===== src/hw/rtl/fdd_pkg.sv =====
// Shared types and constants for the deauth flood detector.
`timescale 1ns / 1ps

package fdd_pkg;

   // Source table size; the slot index and fill count widths follow from it.
   localparam int SOURCE_SLOTS = 8;
   localparam int SLOT_IDX_W   = (SOURCE_SLOTS > 1) ? $clog2(SOURCE_SLOTS) : 1;
   localparam int FILL_W       = $clog2(SOURCE_SLOTS + 1);

   // Command queue between front and back; depth must be a power of two.
   localparam int QUEUE_DEPTH = 2;
   localparam int QPTR_W      = (QUEUE_DEPTH > 1) ? $clog2(QUEUE_DEPTH) : 1;
   localparam int QCNT_W      = $clog2(QUEUE_DEPTH + 1);

   // Frame classification constants.
   localparam logic [15:0] MIN_FRAME_LEN    = 16'd24;
   localparam logic [1:0]  FTYPE_MGMT       = 2'd0;
   localparam logic [3:0]  SUBTYPE_DEAUTH   = 4'd12;
   localparam logic [3:0]  SUBTYPE_DISASSOC = 4'd10;

   // Item function codes.
   localparam logic FUNC_FRAME = 1'b0;
   localparam logic FUNC_CLEAR = 1'b1;

   // Register map.
   localparam int                    CSR_INDEX_W        = 8;
   localparam logic [CSR_INDEX_W-1:0] CSR_ALERT_THRESHOLD = 8'd0;
   localparam logic [CSR_INDEX_W-1:0] CSR_WINDOW_LENGTH   = 8'd1;
   localparam logic [15:0]            THRESHOLD_RESET     = 16'd10;
   localparam logic [31:0]            WINDOW_RESET        = 32'd1000;

   typedef struct packed {
      logic              func;
      logic [15:0]       frame_control;
      logic [15:0]       frame_length;
      logic [47:0]       source_mac;
      logic [47:0]       bssid_mac;
      logic signed [7:0] signal_rssi;
      logic [7:0]        radio_channel;
      logic [31:0]       now_ms;
   } req_data_type;

   typedef struct packed {
      logic              alert_valid;
      logic [31:0]       alert_sequence;
      logic [47:0]       alert_source;
      logic [47:0]       alert_bssid;
      logic signed [7:0] alert_rssi;
      logic [7:0]        alert_channel;
      logic              alert_is_deauth;
      logic [15:0]       window_count;
      logic [31:0]       deauth_total;
      logic [31:0]       disassoc_total;
   } rsp_data_type;

   typedef enum logic [1:0] {
      OP_IGNORE   = 2'd0,
      OP_CLEAR    = 2'd1,
      OP_DEAUTH   = 2'd2,
      OP_DISASSOC = 2'd3
   } op_type;

   typedef struct packed {
      op_type            op;
      logic [47:0]       source_mac;
      logic [47:0]       bssid_mac;
      logic signed [7:0] signal_rssi;
      logic [7:0]        radio_channel;
      logic [31:0]       now_ms;
   } cmd_type;

   typedef struct packed {
      logic    valid;
      cmd_type cmd;
   } cmd_xfer_type;

   typedef struct packed {
      logic [15:0] alert_threshold;
      logic [31:0] window_length_ms;
   } cfg_type;

endpackage


===== src/hw/rtl/fdd_front.sv =====
// Front end: takes request transactions and classifies them into commands.
`timescale 1ns / 1ps

module fdd_front (
   input  logic                  req_valid,
   output logic                  req_stall,
   input  fdd_pkg::req_data_type req_data,
   input  logic                  queue_full,
   output fdd_pkg::cmd_xfer_type push
);
   import fdd_pkg::*;

   logic [1:0] ftype;
   logic [3:0] subtype;
   logic       mgmt_ok;
   op_type     op;

   assign ftype   = req_data.frame_control[3:2];
   assign subtype = req_data.frame_control[7:4];
   assign mgmt_ok = (req_data.frame_length >= MIN_FRAME_LEN) && (ftype == FTYPE_MGMT);

   always_comb begin
      op = OP_IGNORE;
      if (req_data.func == FUNC_CLEAR) begin
         op = OP_CLEAR;
      end else if (mgmt_ok && subtype == SUBTYPE_DEAUTH) begin
         op = OP_DEAUTH;
      end else if (mgmt_ok && subtype == SUBTYPE_DISASSOC) begin
         op = OP_DISASSOC;
      end
   end

   assign req_stall = queue_full;

   always_comb begin
      push.valid              = req_valid && !queue_full;
      push.cmd.op             = op;
      push.cmd.source_mac     = req_data.source_mac;
      push.cmd.bssid_mac      = req_data.bssid_mac;
      push.cmd.signal_rssi    = req_data.signal_rssi;
      push.cmd.radio_channel  = req_data.radio_channel;
      push.cmd.now_ms         = req_data.now_ms;
   end

endmodule


===== src/hw/rtl/fdd_queue.sv =====
// Short command queue that decouples the front end from the table sequencer.
`timescale 1ns / 1ps

module fdd_queue (
   input  logic                  clock,
   input  logic                  reset,
   input  fdd_pkg::cmd_xfer_type push,
   input  logic                  pop,
   output fdd_pkg::cmd_xfer_type head,
   output logic                  full
);
   import fdd_pkg::*;

   cmd_type           entry_ff [QUEUE_DEPTH];
   logic [QPTR_W-1:0] wr_ptr_ff, wr_ptr_in;
   logic [QPTR_W-1:0] rd_ptr_ff, rd_ptr_in;
   logic [QCNT_W-1:0] count_ff, count_in;
   logic              do_push;
   logic              do_pop;

   assign full    = (count_ff == QCNT_W'(QUEUE_DEPTH));
   assign do_push = push.valid && !full;
   assign do_pop  = pop && (count_ff != '0);

   assign head.valid = (count_ff != '0);
   assign head.cmd   = entry_ff[rd_ptr_ff];

   always_comb begin
      wr_ptr_in = wr_ptr_ff;
      rd_ptr_in = rd_ptr_ff;
      count_in  = count_ff;
      if (do_push) begin
         wr_ptr_in = wr_ptr_ff + 1'b1;
      end
      if (do_pop) begin
         rd_ptr_in = rd_ptr_ff + 1'b1;
      end
      case ({do_push, do_pop})
         2'b10:   count_in = count_ff + 1'b1;
         2'b01:   count_in = count_ff - 1'b1;
         default: count_in = count_ff;
      endcase
   end

   always_ff @(posedge clock) begin
      if (reset) begin
         wr_ptr_ff <= '0;
         rd_ptr_ff <= '0;
         count_ff  <= '0;
      end else begin
         wr_ptr_ff <= wr_ptr_in;
         rd_ptr_ff <= rd_ptr_in;
         count_ff  <= count_in;
      end
   end

   always_ff @(posedge clock) begin
      if (do_push) begin
         entry_ff[wr_ptr_ff] <= push.cmd;
      end
   end

endmodule


===== src/hw/rtl/fdd_back.sv =====
// Back end: source table sequencer, counters and result register.
`timescale 1ns / 1ps

module fdd_back (
   input  logic                  clock,
   input  logic                  reset,
   input  fdd_pkg::cfg_type      cfg,
   input  fdd_pkg::cmd_xfer_type head,
   output logic                  pop,
   output logic                  rsp_valid,
   input  logic                  rsp_stall,
   output fdd_pkg::rsp_data_type rsp_data
);
   import fdd_pkg::*;

   typedef enum logic [5:0] {
      ST_IDLE  = 6'b000001,
      ST_MATCH = 6'b000010,
      ST_SCAN  = 6'b000100,
      ST_WIN   = 6'b001000,
      ST_CNT   = 6'b010000,
      ST_EMIT  = 6'b100000
   } back_state_type;

   back_state_type        state_ff, state_in;
   cmd_type               cmd_ff, cmd_in;
   logic [FILL_W-1:0]     fill_ff, fill_in;
   logic [SLOT_IDX_W-1:0] cur_ff, cur_in;
   logic [SLOT_IDX_W-1:0] pick_ff, pick_in;
   logic [31:0]           pick_start_ff, pick_start_in;
   logic                  fresh_ff, fresh_in;
   logic                  expired_ff, expired_in;
   logic [31:0]           alert_cnt_ff, alert_cnt_in;
   logic [31:0]           deauth_ff, deauth_in;
   logic [31:0]           disassoc_ff, disassoc_in;
   rsp_data_type          res_ff, res_in;
   logic                  rsp_valid_ff, rsp_valid_in;
   rsp_data_type          rsp_data_ff, rsp_data_in;

   logic [47:0]           slot_source_ff [SOURCE_SLOTS];
   logic [47:0]           slot_source_in [SOURCE_SLOTS];
   logic [31:0]           slot_start_ff  [SOURCE_SLOTS];
   logic [31:0]           slot_start_in  [SOURCE_SLOTS];
   logic [15:0]           slot_count_ff  [SOURCE_SLOTS];
   logic [15:0]           slot_count_in  [SOURCE_SLOTS];

   logic [SOURCE_SLOTS-1:0] hit_vec;
   logic                    hit_any;
   logic [SLOT_IDX_W-1:0]   hit_idx;
   logic [31:0]             cur_start;
   logic [15:0]             cur_count;
   logic                    scan_take;
   logic [SLOT_IDX_W-1:0]   scan_pick;
   logic [31:0]             start_eff;
   logic [31:0]             elapsed;
   logic [15:0]             new_count;
   logic                    out_free;

   // Active slots always form a prefix of the table, so the fill count marks them.
   always_comb begin
      for (int i = 0; i < SOURCE_SLOTS; i++) begin
         hit_vec[i] = (FILL_W'(i) < fill_ff) && (slot_source_ff[i] == cmd_ff.source_mac);
      end
   end

   always_comb begin
      hit_any = 1'b0;
      hit_idx = '0;
      for (int i = SOURCE_SLOTS - 1; i >= 0; i--) begin
         if (hit_vec[i]) begin
            hit_any = 1'b1;
            hit_idx = SLOT_IDX_W'(i);
         end
      end
   end

   assign cur_start = slot_start_ff[cur_ff];
   assign cur_count = slot_count_ff[cur_ff];
   // Strict compare keeps the lowest index on equal start times.
   assign scan_take = (cur_ff == '0) || (cur_start < pick_start_ff);
   assign scan_pick = scan_take ? cur_ff : pick_ff;
   assign start_eff = fresh_ff ? cmd_ff.now_ms : cur_start;
   assign elapsed   = cmd_ff.now_ms - start_eff;
   assign new_count = ((fresh_ff || expired_ff) ? 16'd0 : cur_count) + 16'd1;
   assign out_free  = !rsp_valid_ff || !rsp_stall;

   always_comb begin
      state_in      = state_ff;
      cmd_in        = cmd_ff;
      fill_in       = fill_ff;
      cur_in        = cur_ff;
      pick_in       = pick_ff;
      pick_start_in = pick_start_ff;
      fresh_in      = fresh_ff;
      expired_in    = expired_ff;
      alert_cnt_in  = alert_cnt_ff;
      deauth_in     = deauth_ff;
      disassoc_in   = disassoc_ff;
      res_in        = res_ff;
      rsp_valid_in  = rsp_valid_ff;
      rsp_data_in   = rsp_data_ff;
      slot_source_in = slot_source_ff;
      slot_start_in  = slot_start_ff;
      slot_count_in  = slot_count_ff;
      pop           = 1'b0;

      // Drop the result once the receiver has taken it.
      if (rsp_valid_ff && !rsp_stall) begin
         rsp_valid_in = 1'b0;
      end

      case (state_ff)
         ST_IDLE: begin
            if (head.valid) begin
               pop      = 1'b1;
               cmd_in   = head.cmd;
               res_in   = '0;
               fresh_in = 1'b0;
               case (head.cmd.op)
                  OP_CLEAR: begin
                     fill_in      = '0;
                     alert_cnt_in = '0;
                     state_in     = ST_EMIT;
                  end
                  OP_DEAUTH: begin
                     deauth_in = deauth_ff + 32'd1;
                     state_in  = ST_MATCH;
                  end
                  OP_DISASSOC: begin
                     disassoc_in = disassoc_ff + 32'd1;
                     state_in    = ST_MATCH;
                  end
                  default: begin
                     state_in = ST_EMIT;
                  end
               endcase
            end
         end
         ST_MATCH: begin
            if (hit_any) begin
               cur_in   = hit_idx;
               state_in = ST_WIN;
            end else if (fill_ff < FILL_W'(SOURCE_SLOTS)) begin
               cur_in   = fill_ff[SLOT_IDX_W-1:0];
               fill_in  = fill_ff + 1'b1;
               fresh_in = 1'b1;
               state_in = ST_WIN;
            end else begin
               cur_in   = '0;
               state_in = ST_SCAN;
            end
         end
         ST_SCAN: begin
            // Walk the full table once for the oldest window start.
            pick_in       = scan_pick;
            pick_start_in = scan_take ? cur_start : pick_start_ff;
            if (cur_ff == SLOT_IDX_W'(SOURCE_SLOTS - 1)) begin
               cur_in   = scan_pick;
               fresh_in = 1'b1;
               state_in = ST_WIN;
            end else begin
               cur_in = cur_ff + 1'b1;
            end
         end
         ST_WIN: begin
            expired_in = (elapsed >= cfg.window_length_ms);
            state_in   = ST_CNT;
         end
         ST_CNT: begin
            slot_count_in[cur_ff] = new_count;
            if (fresh_ff) begin
               slot_source_in[cur_ff] = cmd_ff.source_mac;
            end
            if (fresh_ff || expired_ff) begin
               slot_start_in[cur_ff] = cmd_ff.now_ms;
            end
            res_in.window_count = new_count;
            if (new_count == cfg.alert_threshold) begin
               alert_cnt_in           = alert_cnt_ff + 32'd1;
               res_in.alert_valid     = 1'b1;
               res_in.alert_sequence  = alert_cnt_ff + 32'd1;
               res_in.alert_source    = cmd_ff.source_mac;
               res_in.alert_bssid     = cmd_ff.bssid_mac;
               res_in.alert_rssi      = cmd_ff.signal_rssi;
               res_in.alert_channel   = cmd_ff.radio_channel;
               res_in.alert_is_deauth = (cmd_ff.op == OP_DEAUTH);
            end
            state_in = ST_EMIT;
         end
         ST_EMIT: begin
            // Hold here until the output register is free.
            if (out_free) begin
               rsp_data_in                = res_ff;
               rsp_data_in.deauth_total   = deauth_ff;
               rsp_data_in.disassoc_total = disassoc_ff;
               rsp_valid_in               = 1'b1;
               state_in                   = ST_IDLE;
            end
         end
         default: begin
            state_in = ST_IDLE;
         end
      endcase
   end

   always_ff @(posedge clock) begin
      if (reset) begin
         state_ff     <= ST_IDLE;
         fill_ff      <= '0;
         alert_cnt_ff <= '0;
         deauth_ff    <= '0;
         disassoc_ff  <= '0;
         rsp_valid_ff <= 1'b0;
      end else begin
         state_ff     <= state_in;
         fill_ff      <= fill_in;
         alert_cnt_ff <= alert_cnt_in;
         deauth_ff    <= deauth_in;
         disassoc_ff  <= disassoc_in;
         rsp_valid_ff <= rsp_valid_in;
      end
   end

   always_ff @(posedge clock) begin
      cmd_ff         <= cmd_in;
      cur_ff         <= cur_in;
      pick_ff        <= pick_in;
      pick_start_ff  <= pick_start_in;
      fresh_ff       <= fresh_in;
      expired_ff     <= expired_in;
      res_ff         <= res_in;
      rsp_data_ff    <= rsp_data_in;
      slot_source_ff <= slot_source_in;
      slot_start_ff  <= slot_start_in;
      slot_count_ff  <= slot_count_in;
   end

   assign rsp_valid = rsp_valid_ff;
   assign rsp_data  = rsp_data_ff;

endmodule


===== src/hw/rtl/deauth_flood_detector_core.sv =====
// Top level of the deauth flood detector: register file, front, queue and back.
`timescale 1ns / 1ps

// Usage:
//   req_*  : one transaction per received frame or clear command (func = 1).
//            Taken when req_valid is high and req_stall is low; req_stall rises
//            only while the two-entry command queue is full.
//   rsp_*  : exactly one result transaction per request, in request order,
//            held in an output register until rsp_stall is low.
//   csr_*  : register writes (index 0 alert threshold, 1 window length in ms),
//            always ready; write only while no request is outstanding.
// Timing: a request lands in the queue at the accepting edge. The sequencer
//   then passes a clear or an ignored frame from idle straight to emit, and a
//   counted deauth/disassoc frame through match, window check, count and emit;
//   when the source is new and the table is full, a scan of all SOURCE_SLOTS
//   slots (8) for the oldest window start comes between match and window check.
//   The table sequencer serves one command at a time.
// Reset: synchronous; empties the table and zeroes all totals, restores the
//   register defaults (threshold 10, window 1000 ms).
// A stalled result holds the sequencer; the queue takes requests until full.

module deauth_flood_detector_core (
   input  logic                                      clock,
   input  logic                                      reset,
   input  logic                                      req_valid,
   output logic                                      req_stall,
   input  fdd_pkg::req_data_type                     req_data,
   output logic                                      rsp_valid,
   input  logic                                      rsp_stall,
   output fdd_pkg::rsp_data_type                     rsp_data,
   input  logic                                      csr_valid,
   output logic                                      csr_ready,
   input  logic [fdd_pkg::CSR_INDEX_W-1:0]           csr_index,
   input  logic [31:0]                               csr_wdata
);
   import fdd_pkg::*;

   logic [15:0]  thr_ff, thr_in;
   logic [31:0]  win_ff, win_in;
   cfg_type      cfg;
   cmd_xfer_type push;
   cmd_xfer_type head;
   logic         queue_full;
   logic         pop;

   assign csr_ready = 1'b1;

   always_comb begin
      thr_in = thr_ff;
      win_in = win_ff;
      if (csr_valid && csr_ready) begin
         if (csr_index == CSR_ALERT_THRESHOLD) begin
            thr_in = csr_wdata[15:0];
         end else if (csr_index == CSR_WINDOW_LENGTH) begin
            win_in = csr_wdata;
         end
      end
   end

   always_ff @(posedge clock) begin
      if (reset) begin
         thr_ff <= THRESHOLD_RESET;
         win_ff <= WINDOW_RESET;
      end else begin
         thr_ff <= thr_in;
         win_ff <= win_in;
      end
   end

   assign cfg.alert_threshold  = thr_ff;
   assign cfg.window_length_ms = win_ff;

   fdd_front u_front (
      .req_valid  (req_valid),
      .req_stall  (req_stall),
      .req_data   (req_data),
      .queue_full (queue_full),
      .push       (push)
   );

   fdd_queue u_queue (
      .clock (clock),
      .reset (reset),
      .push  (push),
      .pop   (pop),
      .head  (head),
      .full  (queue_full)
   );

   fdd_back u_back (
      .clock     (clock),
      .reset     (reset),
      .cfg       (cfg),
      .head      (head),
      .pop       (pop),
      .rsp_valid (rsp_valid),
      .rsp_stall (rsp_stall),
      .rsp_data  (rsp_data)
   );

   // An alert fires only when the window count reaches the threshold.
   a_alert_at_threshold: assert property (@(posedge clock) disable iff (reset)
      (rsp_valid && rsp_data.alert_valid) |-> (rsp_data.window_count == thr_ff))
      else $error("alert raised with window count off the threshold");

   // Without an alert, the alert fields stay zero.
   a_quiet_fields_zero: assert property (@(posedge clock) disable iff (reset)
      (rsp_valid && !rsp_data.alert_valid) |->
         (rsp_data.alert_sequence == '0 && rsp_data.alert_source == '0 &&
          rsp_data.alert_bssid == '0 && rsp_data.alert_is_deauth == 1'b0))
      else $error("alert fields set on a result without an alert");

   // A full queue must hold off the requester on the very same cycle.
   a_no_accept_when_full: assert property (@(posedge clock) disable iff (reset)
      (queue_full && req_valid) |-> !push.valid)
      else $error("command pushed into a full queue");

endmodule

===== config.mk =====
export PLATFORM = sky130hd
export DESIGN_NAME = deauth_flood_detector_core
export DESIGN_NICKNAME = d
export VERILOG_FILES = /design/src/hw/rtl/fdd_pkg.sv /design/src/hw/rtl/fdd_front.sv /design/src/hw/rtl/fdd_queue.sv /design/src/hw/rtl/fdd_back.sv /design/src/hw/rtl/deauth_flood_detector_core.sv
export SDC_FILE = /design/constraint.sdc
export NUM_CORES = 2
export LEC_CHECK = 0
export BUFFER_PORTS_ARGS = -buffer_cell sky130_fd_sc_hd__buf_2
export CORE_MARGIN = 2
export CORE_UTILIZATION = 30
export DETAILED_ROUTE_END_ITERATION = 8
export HOLD_SLACK_MARGIN = 0.12
export PLACE_DENSITY = 0.45
export SYNTH_ARGS = -nofsm -noshare
export SYNTH_HDL_FRONTEND = slang
export SYNTH_SLANG_ARGS = --single-unit

===== constraint.sdc =====
create_clock -name clock -period 12.1 [get_ports clock]
set_input_delay 1.21 -clock clock [delete_from_list [all_inputs] [get_ports clock]]
set_output_delay 1.21 -clock clock [all_outputs]
set_load 0.05 [all_outputs]

[Word-level counts from Yosys, hierarchy flattened]
Memories as Yosys holds them, arrays and structs flattened. A register that Yosys moved wholly into a read port is not among the register bits.
Index checks and enable logic that the tools add are counted.
Storage, ports and cells
  flip-flop bits (word level): 1501
  RAM bits: 292
  input bits: 222
  output and inout port bits: 229
  memories: 1
Memories
  u_queue.entry_ff: words 2, width 146, read ports 1, clocked after Yosys merged registers in 1, wr ports 1, line fdd_queue.sv:14  | cmd_type entry_ff [QUEUE_DEPTH];
Cells by class
  add/subtract/negate cells: 11
  $lt $le $gt $ge: 14
  equal/unequal tests: 33
  mux-type cells: 75
  bitwise operators: 2
  reductions and logical operators: 47
Operators with widths (number)
  bitwise mux 384 bit: 1
  == test 48 bit: 8
  case mux 162 bit (2 select lines): 1
  bitwise mux 256 bit: 1
  two-way mux 226 bit: 1
  two-way mux 32 bit: 7
  two-way mux 146 bit: 1
  demux 48 bit (select 3 bit): 1
  bitwise mux 128 bit: 1
  adder 32 x 1 -> 32 bit (second input constant): 3
  binary-select mux 32 bit (select 3 bit): 1
  demux 32 bit (select 3 bit): 1
  two-way mux 16 bit: 4
  case mux 32 bit (2 select lines): 1
  binary-select mux 16 bit (select 3 bit): 1
  demux 16 bit (select 3 bit): 1
  two-way mux 48 bit: 1
  two-way mux 3 bit: 12
  case mux 6 bit (6 select lines): 1
  >= comparator 32 bit: 1
  less-than comparator 32 bit: 1
  subtractor 32 bit: 1
  two-way mux 6 bit: 5
  two-way mux 1 bit: 21
  48 further kinds: 105

[Logic depth before layout (Yosys ltp)]
  depth in word-level cells: 12
  depth in mapped cells: 33
  gate-level depth less buffers: 28

[By module]
From an unflattened synthesis, not the netlist that was laid out.
Second synthesis, totals
  cells, all modules: 4742
  area total of the unflattened synthesis: 73095.1 um2
Modules (own cells, without submodules)
  fdd_back: times used 1, cells each 3889, area each 59125.5 um2, sequential area each 42440.7 um2
  fdd_queue: times used 1, cells each 480, area each 10719.0 um2, sequential area each 8868.5 um2
  deauth_flood_detector_core: times used 1, cells each 216, area each 2073.2 um2, sequential area each 960.9 um2
  fdd_front: times used 1, cells each 157, area each 1177.4 um2, sequential area each 0.0 um2

[Worst setup path after synthesis]
Ideal clock, no wire load.
  kind: register to register
  start: reg u_back.state_ff[1]
  end: reg u_back.rsp_data_ff, in the netlist u_back.rsp_data[0], enable pin
  arrival: 11.847 ns
  required time: 11.214 ns
  slack: -0.633 ns
  cell stages (with the launch flop): 4
  period minus slack after synthesis: 12.733 ns
  cells stage by stage: dfxtp_1 -> nor4_1 -> nand3b_1 -> a21oi_1
On the way
  longest elaborated chain between the ends: 2
RTL lines
  start, declared: line fdd_back.sv:25  | back_state_type state_ff, state_in;
  start signal, assigned: line fdd_back.sv:215  | state_ff <= state_in;
  == test 6 bit: line fdd_back.sv:112  | case (state_ff)
  AND reduction 2 bit (no line)
  end signal, assigned: line fdd_back.sv:232  | rsp_data_ff <= rsp_data_in;
  end, declared: line fdd_back.sv:38  | rsp_data_type rsp_data_ff, rsp_data_in;
Every way passes these cells.
A chain may end at the register's enable or synchronous reset.

[Worst setup path in the final report]
  start: reg u_back.cur_ff[2]
  end: reg u_back.expired_ff, data pin
On the way
  longest elaborated chain between the ends: 7
RTL lines
  start, declared: line fdd_back.sv:28  | logic [SLOT_IDX_W-1:0] cur_ff, cur_in;
  start signal, assigned: line fdd_back.sv:226  | cur_ff <= cur_in;
  inverter 3 -> 4 bit (implied by the code): line fdd_back.sv:77  | assign cur_start = slot_start_ff[cur_ff];
  binary-select mux 32 bit (select 3 bit): line fdd_back.sv:77
  two-way mux 32 bit (implied by the code) (2 in series): line fdd_back.sv:77
  via u_back.cur_start[1]: line fdd_back.sv:50  | logic [31:0] cur_start;
  two-way mux 32 bit: line fdd_back.sv:82  | assign start_eff = fresh_ff ? cmd_ff.now_ms : cur_start;
  subtractor 32 bit: line fdd_back.sv:83  | assign elapsed = cmd_ff.now_ms - start_eff;
  >= comparator 32 bit: line fdd_back.sv:166  | expired_in = (elapsed >= cfg.window_length_ms);
  end signal, assigned: line fdd_back.sv:230  | expired_ff <= expired_in;
  end, declared: line fdd_back.sv:32  | logic expired_ff, expired_in;
The timed path passes the listed nets, and every way through them passes these cells. The select of a mux whose other input is x is not followed.

==> run_summary.xml <==
<?xml version="1.0" encoding="UTF-8"?>
<metrics>
  <group name="outcome">
    <metric name="status" unit="">finished, final reports clean</metric>
  </group>
  <group name="routing">
    <metric name="route.met3.wl" unit="um">12770</metric>
    <metric name="ant_nets" unit="">0</metric>
    <metric name="drt-pass1-iter-count" unit="">5</metric>
    <metric name="routed.top_layer" unit="">met5</metric>
    <metric name="drt-met1-wl" unit="um">84460</metric>
    <metric name="met2RoutedLength" unit="um">84770</metric>
    <metric name="drt_wl_total" unit="um">187700</metric>
    <metric name="routed_via_density" unit="">4.599</metric>
    <metric name="first_iter_violations" unit="">2437</metric>
    <metric name="post_drt_wl_per_cell" unit="um">22.75</metric>
    <metric name="drc" unit="">0</metric>
    <metric name="vias" unit="">37950</metric>
  </group>
  <group name="logic_synthesis">
    <metric name="synth_xor_area_frac" unit="">0.06107</metric>
    <metric name="synth_seq_cells" unit="">1794</metric>
    <metric name="synth_compound_gate_area_share" unit="">0.04571</metric>
    <metric name="synthDistinctLibCells" unit="">104</metric>
    <metric name="prevailing_post_synth_register_cell" unit="">sky130_fd_sc_hd__edfxtp_1</metric>
    <metric name="synth-simple-area-share" unit="">0.07053</metric>
    <metric name="syn_area" unit="mm^2">0.07048</metric>
    <metric name="avgSynthCellArea" unit="um^2">16.19</metric>
    <metric name="synth_top_area_cell" unit="">sky130_fd_sc_hd__edfxtp_1</metric>
    <metric name="post_synth_fa_ha_maj_area_fraction" unit="">0.01910</metric>
    <metric name="post-synth-top-count-cell" unit="">sky130_fd_sc_hd__edfxtp_1</metric>
    <metric name="synth_edf_count" unit="">1634</metric>
    <metric name="synth_mux_area_frac" unit="">0.04456</metric>
    <metric name="synth.net_count" unit="">4682</metric>
    <metric name="yosys_warnings" unit="">0</metric>
    <metric name="synthesis.instances" unit="">4353</metric>
    <metric name="ys_seq_area_frac" unit="">0.7417</metric>
    <metric name="synth_top_cells_by_count" unit="">1634 x sky130_fd_sc_hd__edfxtp_1, 327 x sky130_fd_sc_hd__xor2_1, 213 x sky130_fd_sc_hd__nor2_1</metric>
    <metric name="synth_top_family_by_area" unit="">simple AND/OR/NAND/NOR gates</metric>
    <metric name="synth-async-reset-ratio" unit="">0</metric>
    <metric name="synthDominantCellAreaShare" unit="">0.6962</metric>
    <metric name="synthTopCellsByArea" unit="">sky130_fd_sc_hd__edfxtp_1 70%, sky130_fd_sc_hd__dfxtp_1 4.5%, sky130_fd_sc_hd__xor2_1 4.1%</metric>
  </group>
  <group name="place">
    <metric name="post_detail_place_hpwl" unit="um">117600</metric>
    <metric name="portBuffers" unit="">436</metric>
    <metric name="gp_routability_congestion" unit="">0.7850</metric>
  </group>
  <group name="job">
    <metric name="timing.max_cap.violations" unit="">0</metric>
  </group>
  <group name="timing">
    <metric name="timing.fmax" unit="MHz">127.8</metric>
    <metric name="worst_slew_margin_relative_to_its_limit" unit="">0.1559</metric>
    <metric name="timing.final.hold_violations" unit="">0</metric>
    <metric name="post_layout_minimum_cycle_time" unit="ns">7.823</metric>
    <metric name="timing.final.setup_violations" unit="">0</metric>
    <metric name="tightest_slew" unit="ns">1.263</metric>
    <metric name="holdWs" unit="ns">0.3793</metric>
    <metric name="maxSlewViolCount" unit="">0</metric>
    <metric name="final.setup.tns" unit="ns">0</metric>
    <metric name="worst_clock_skew_on_the_final_layout" unit="ns">0.07593</metric>
    <metric name="rsz0062_at_grt" unit="">no</metric>
    <metric name="timing.final.crit_share" unit="">0.6465</metric>
  </group>
  <group name="die">
    <metric name="floorplan.initialDensity" unit="">0.3022</metric>
    <metric name="fp.dieArea" unit="mm^2">0.2388</metric>
    <metric name="fp.coreArea" unit="mm^2">0.2332</metric>
    <metric name="io_pins" unit="">451</metric>
    <metric name="num_rows" unit="">177</metric>
    <metric name="die_y" unit="um">488.7</metric>
    <metric name="die_w" unit="um">488.7</metric>
  </group>
  <group name="worst_setup_path">
    <metric name="setup.worst_path.end" unit="">u_back.expired_ff</metric>
    <metric name="cp-startpoint" unit="">u_back.cur_ff[2]</metric>
    <metric name="critPathMaxFanout" unit="">41</metric>
    <metric name="critical_path.cell_chain" unit="">buf_4, nand2b_2, nor2_2, a22oi_1, nand3_1, mux2i_1, fa_1, a21o_1, a21oi_1, o211ai_1, a311oi_1, o21bai_1, a41oi_1, o211ai_1, and4_1, o21a_1, o2111a_1, a311o_1, ha_1, o21ai_0, nand2b_1, a221oi_1, o21ai_0</metric>
    <metric name="reg2reg_to" unit="">u_back.expired_ff</metric>
    <metric name="worstSetupPathType" unit="">flip-flop to flip-flop</metric>
    <metric name="critical_path_arrival" unit="ns">8.35</metric>
    <metric name="reg2reg_from" unit="">u_back.cur_ff[2]</metric>
    <metric name="startpoint_type" unit="">flip-flop</metric>
    <metric name="timing.critical_path.to_type" unit="">flip-flop</metric>
    <metric name="regToRegSetupSlack" unit="ns">4.28</metric>
    <metric name="timing.critical_path.slowest_cell_delay" unit="ns">0.82</metric>
    <metric name="crit_required" unit="ns">12.63</metric>
    <metric name="critical_path.slowest_cell" unit="">sky130_fd_sc_hd__nor2_2</metric>
    <metric name="ff2ff_path_depth" unit="">23</metric>
  </group>
  <group name="cells_and_area">
    <metric name="design.final.nets" unit="">5270</metric>
    <metric name="ff_latch_area" unit="mm^2">0.05227</metric>
    <metric name="layout.filler_cells" unit="">22280</metric>
    <metric name="drive_gt1_frac" unit="">0.2087</metric>
    <metric name="multi_input_combinational_cell_area" unit="mm^2">0.01711</metric>
    <metric name="areaGrowthSynthToFinish" unit="%">18.30</metric>
  </group>
  <group name="global_routing">
    <metric name="grt_overflow" unit="">0</metric>
    <metric name="grt_max_degree" unit="">111</metric>
    <metric name="vias_in_the_first_global_route" unit="">38700</metric>
    <metric name="grt_first_pass_wirelength" unit="um">269900</metric>
    <metric name="groute.usage.overall" unit="">0.1553</metric>
    <metric name="grt_antenna_before_repair" unit="">49</metric>
  </group>
  <group name="power">
    <metric name="p_seq_frac" unit="">0.460</metric>
    <metric name="netSwitchingFraction" unit="">0.3021</metric>
    <metric name="vdd_ir_drop_max" unit="mV">0.2065</metric>
    <metric name="combinationalPowerShare" unit="">0.211</metric>
    <metric name="p_switching" unit="uW">5499</metric>
    <metric name="power_density" unit="mW/mm^2">218.3</metric>
    <metric name="pwr-share-clk" unit="">0.329</metric>
    <metric name="cell_internal_pwr" unit="uW">12710</metric>
    <metric name="leakage" unit="uW">0.02833</metric>
  </group>
  <group name="cts">
    <metric name="cts_num_sinks" unit="">1794</metric>
    <metric name="cts-htree-levels" unit="">4</metric>
    <metric name="buffers_from_clock_root_to_sink_at_most" unit="">3</metric>
    <metric name="cts_inserted_buffers" unit="">201</metric>
    <metric name="clock_latency" unit="ns">0.84</metric>
    <metric name="cts_root_buf" unit="">sky130_fd_sc_hd__clkbuf_16</metric>
    <metric name="worst_setup_hold_path_clk_slew" unit="ns">0.06</metric>
    <metric name="post-cts-setup-buffer-count" unit="">0</metric>
    <metric name="cts_repair_resize_count" unit="">0</metric>
    <metric name="tritoncts" unit="">done</metric>
    <metric name="holdBufCountCts" unit="">0</metric>
  </group>
  <group name="hold_path">
    <metric name="min_path_type" unit="">flip-flop to flip-flop</metric>
  </group>
</metrics>
## how the worst min path moves through the flow
| stage | from | cells after the start | endpoint |
|---|---|---|---|
| 2_1_floorplan | u_back.res_ff[100] | 0 | u_back.rsp_data[100] |
| 3_3_place_gp | u_back.res_ff[122] | 0 | u_back.rsp_data[122] |
| 3_5_place_dp | u_back.res_ff[106] | 0 | u_back.rsp_data[106] |
| 4_1_cts | u_back.res_ff[71] | 0 | u_back.rsp_data[71] |
| 5_1_grt | u_back.res_ff[71] | 0 | u_back.rsp_data[71] |
| 6_report | u_back.res_ff[71] | 0 | u_back.rsp_data[71] |
## metrics by stage
stage          utilization  std cells  total power [uW]  setup slack [ns]  area, um^2
2_1_floorplan            -       4353             11000             3.870       70480
3_3_place_gp        0.3296       7870             12440             4.242       76870
3_5_place_dp        0.3296       7870             12470             4.304       76870
4_1_cts             0.3574       8241             18550             4.275       83350
5_1_grt             0.3575       8244             19160             3.507       83360
6_report            0.3575       8251             18210             4.277       83380
## cell usage in the layout, fill, tap and decap left out, types with 51 or more instances in the layout
cell type / instances
sky130_fd_sc_hd__nand3_1: 63
sky130_fd_sc_hd__dfxtp_1: 159
sky130_fd_sc_hd__nand2_1: 168
sky130_fd_sc_hd__nor4_1: 77
sky130_fd_sc_hd__clkbuf_1: 51
sky130_fd_sc_hd__xor2_1: 327
sky130_fd_sc_hd__clkbuf_16: 202
sky130_fd_sc_hd__nand4_1: 74
sky130_fd_sc_hd__mux2i_1: 96
sky130_fd_sc_hd__a22oi_1: 97
sky130_fd_sc_hd__inv_1: 122
sky130_fd_sc_hd__buf_2: 435
sky130_fd_sc_hd__a21oi_1: 99
sky130_fd_sc_hd__o21ai_0: 66
sky130_fd_sc_hd__and2_1: 122
sky130_fd_sc_hd__xnor2_1: 154
sky130_fd_sc_hd__buf_4: 118
sky130_fd_sc_hd__nor2_1: 206
sky130_fd_sc_hd__mux2_2: 159
sky130_fd_sc_hd__edfxtp_1: 1634
sky130_fd_sc_hd__ha_1: 106
## layer usage
metal,GRT usage,vias up
met5,0,-
met4,0.04595,66
met3,0.04598,322
met2,0.2443,924
met1,0.2064,19020
li1,-,17620
## power by group through the flow
stage / registers (uW) / clock network [uW] / logic [uW]
floorplan: 8680 / 0 / 2320
global placement: 8490 / 0 / 3950
detailed placement: 8520 / 0 / 3960
CTS: 8390 / 6180 / 3980
global route: 8450 / 6410 / 4290
finish: 8370 / 5980 / 3850
## critical path, delay by kind of cell, from the launching register on
| family | cells | cell delay [ns] |
|---|---|---|
| flip-flops | 1 | 0.37 |
| AND/OR/NAND/NOR | 5 | 1.65 |
| AO/OA/AOI/OAI | 14 | 3.98 |
| buffers and inverters | 1 | 0.53 |
| adder cells (fa/ha/maj) | 2 | 0.80 |
| multiplexers | 1 | 0.17 |
## cell families after synthesis
| logic type | count (synthesis) |
|---|---|
| flip-flops | 1794 |
| AND/OR/NAND/NOR | 944 |
| XOR/XNOR | 485 |
| AO/OA/AOI/OAI | 452 |
| buffers and inverters | 294 |
| multiplexers | 276 |
| adder cells (fa/ha/maj) | 107 |
| other | 1 |
## cell type report
| cell class | instances | share of cell area |
|---|---|---|
| Inverter | 125 | 0.005747 |
| Sequential cell | 1794 | 0.6270 |
| Timing Repair Buffer | 554 | 0.03698 |
| Multi-Input combinational cell | 2265 | 0.2052 |
| Clock inverter | 110 | 0.01357 |
| Clock buffer | 261 | 0.06424 |
| Tap cell | 3132 | 0.04700 |
| Antenna cell | 10 | 0.0003001 |
## registers in the layout (all words and copies together) (netlist names), 2 cells and up, named ones only
name,cells
thr_ff,16
u_back.alert_cnt_ff,32
u_back.cmd_ff,146
u_back.cur_ff,3
u_back.deauth_ff,32
u_back.disassoc_ff,32
u_back.fill_ff,4
u_back.pick_ff,3
u_back.pick_start_ff,32
u_back.res_ff,162
u_back.rsp_data,226
u_back.slot_count_ff,128
u_back.slot_source_ff,384
u_back.slot_start_ff,256
u_back.state_ff,6
u_queue.count_ff,2
u_queue.entry_ff,292
win_ff,32
No activity file was read; power rests on OpenSTA's default activity.
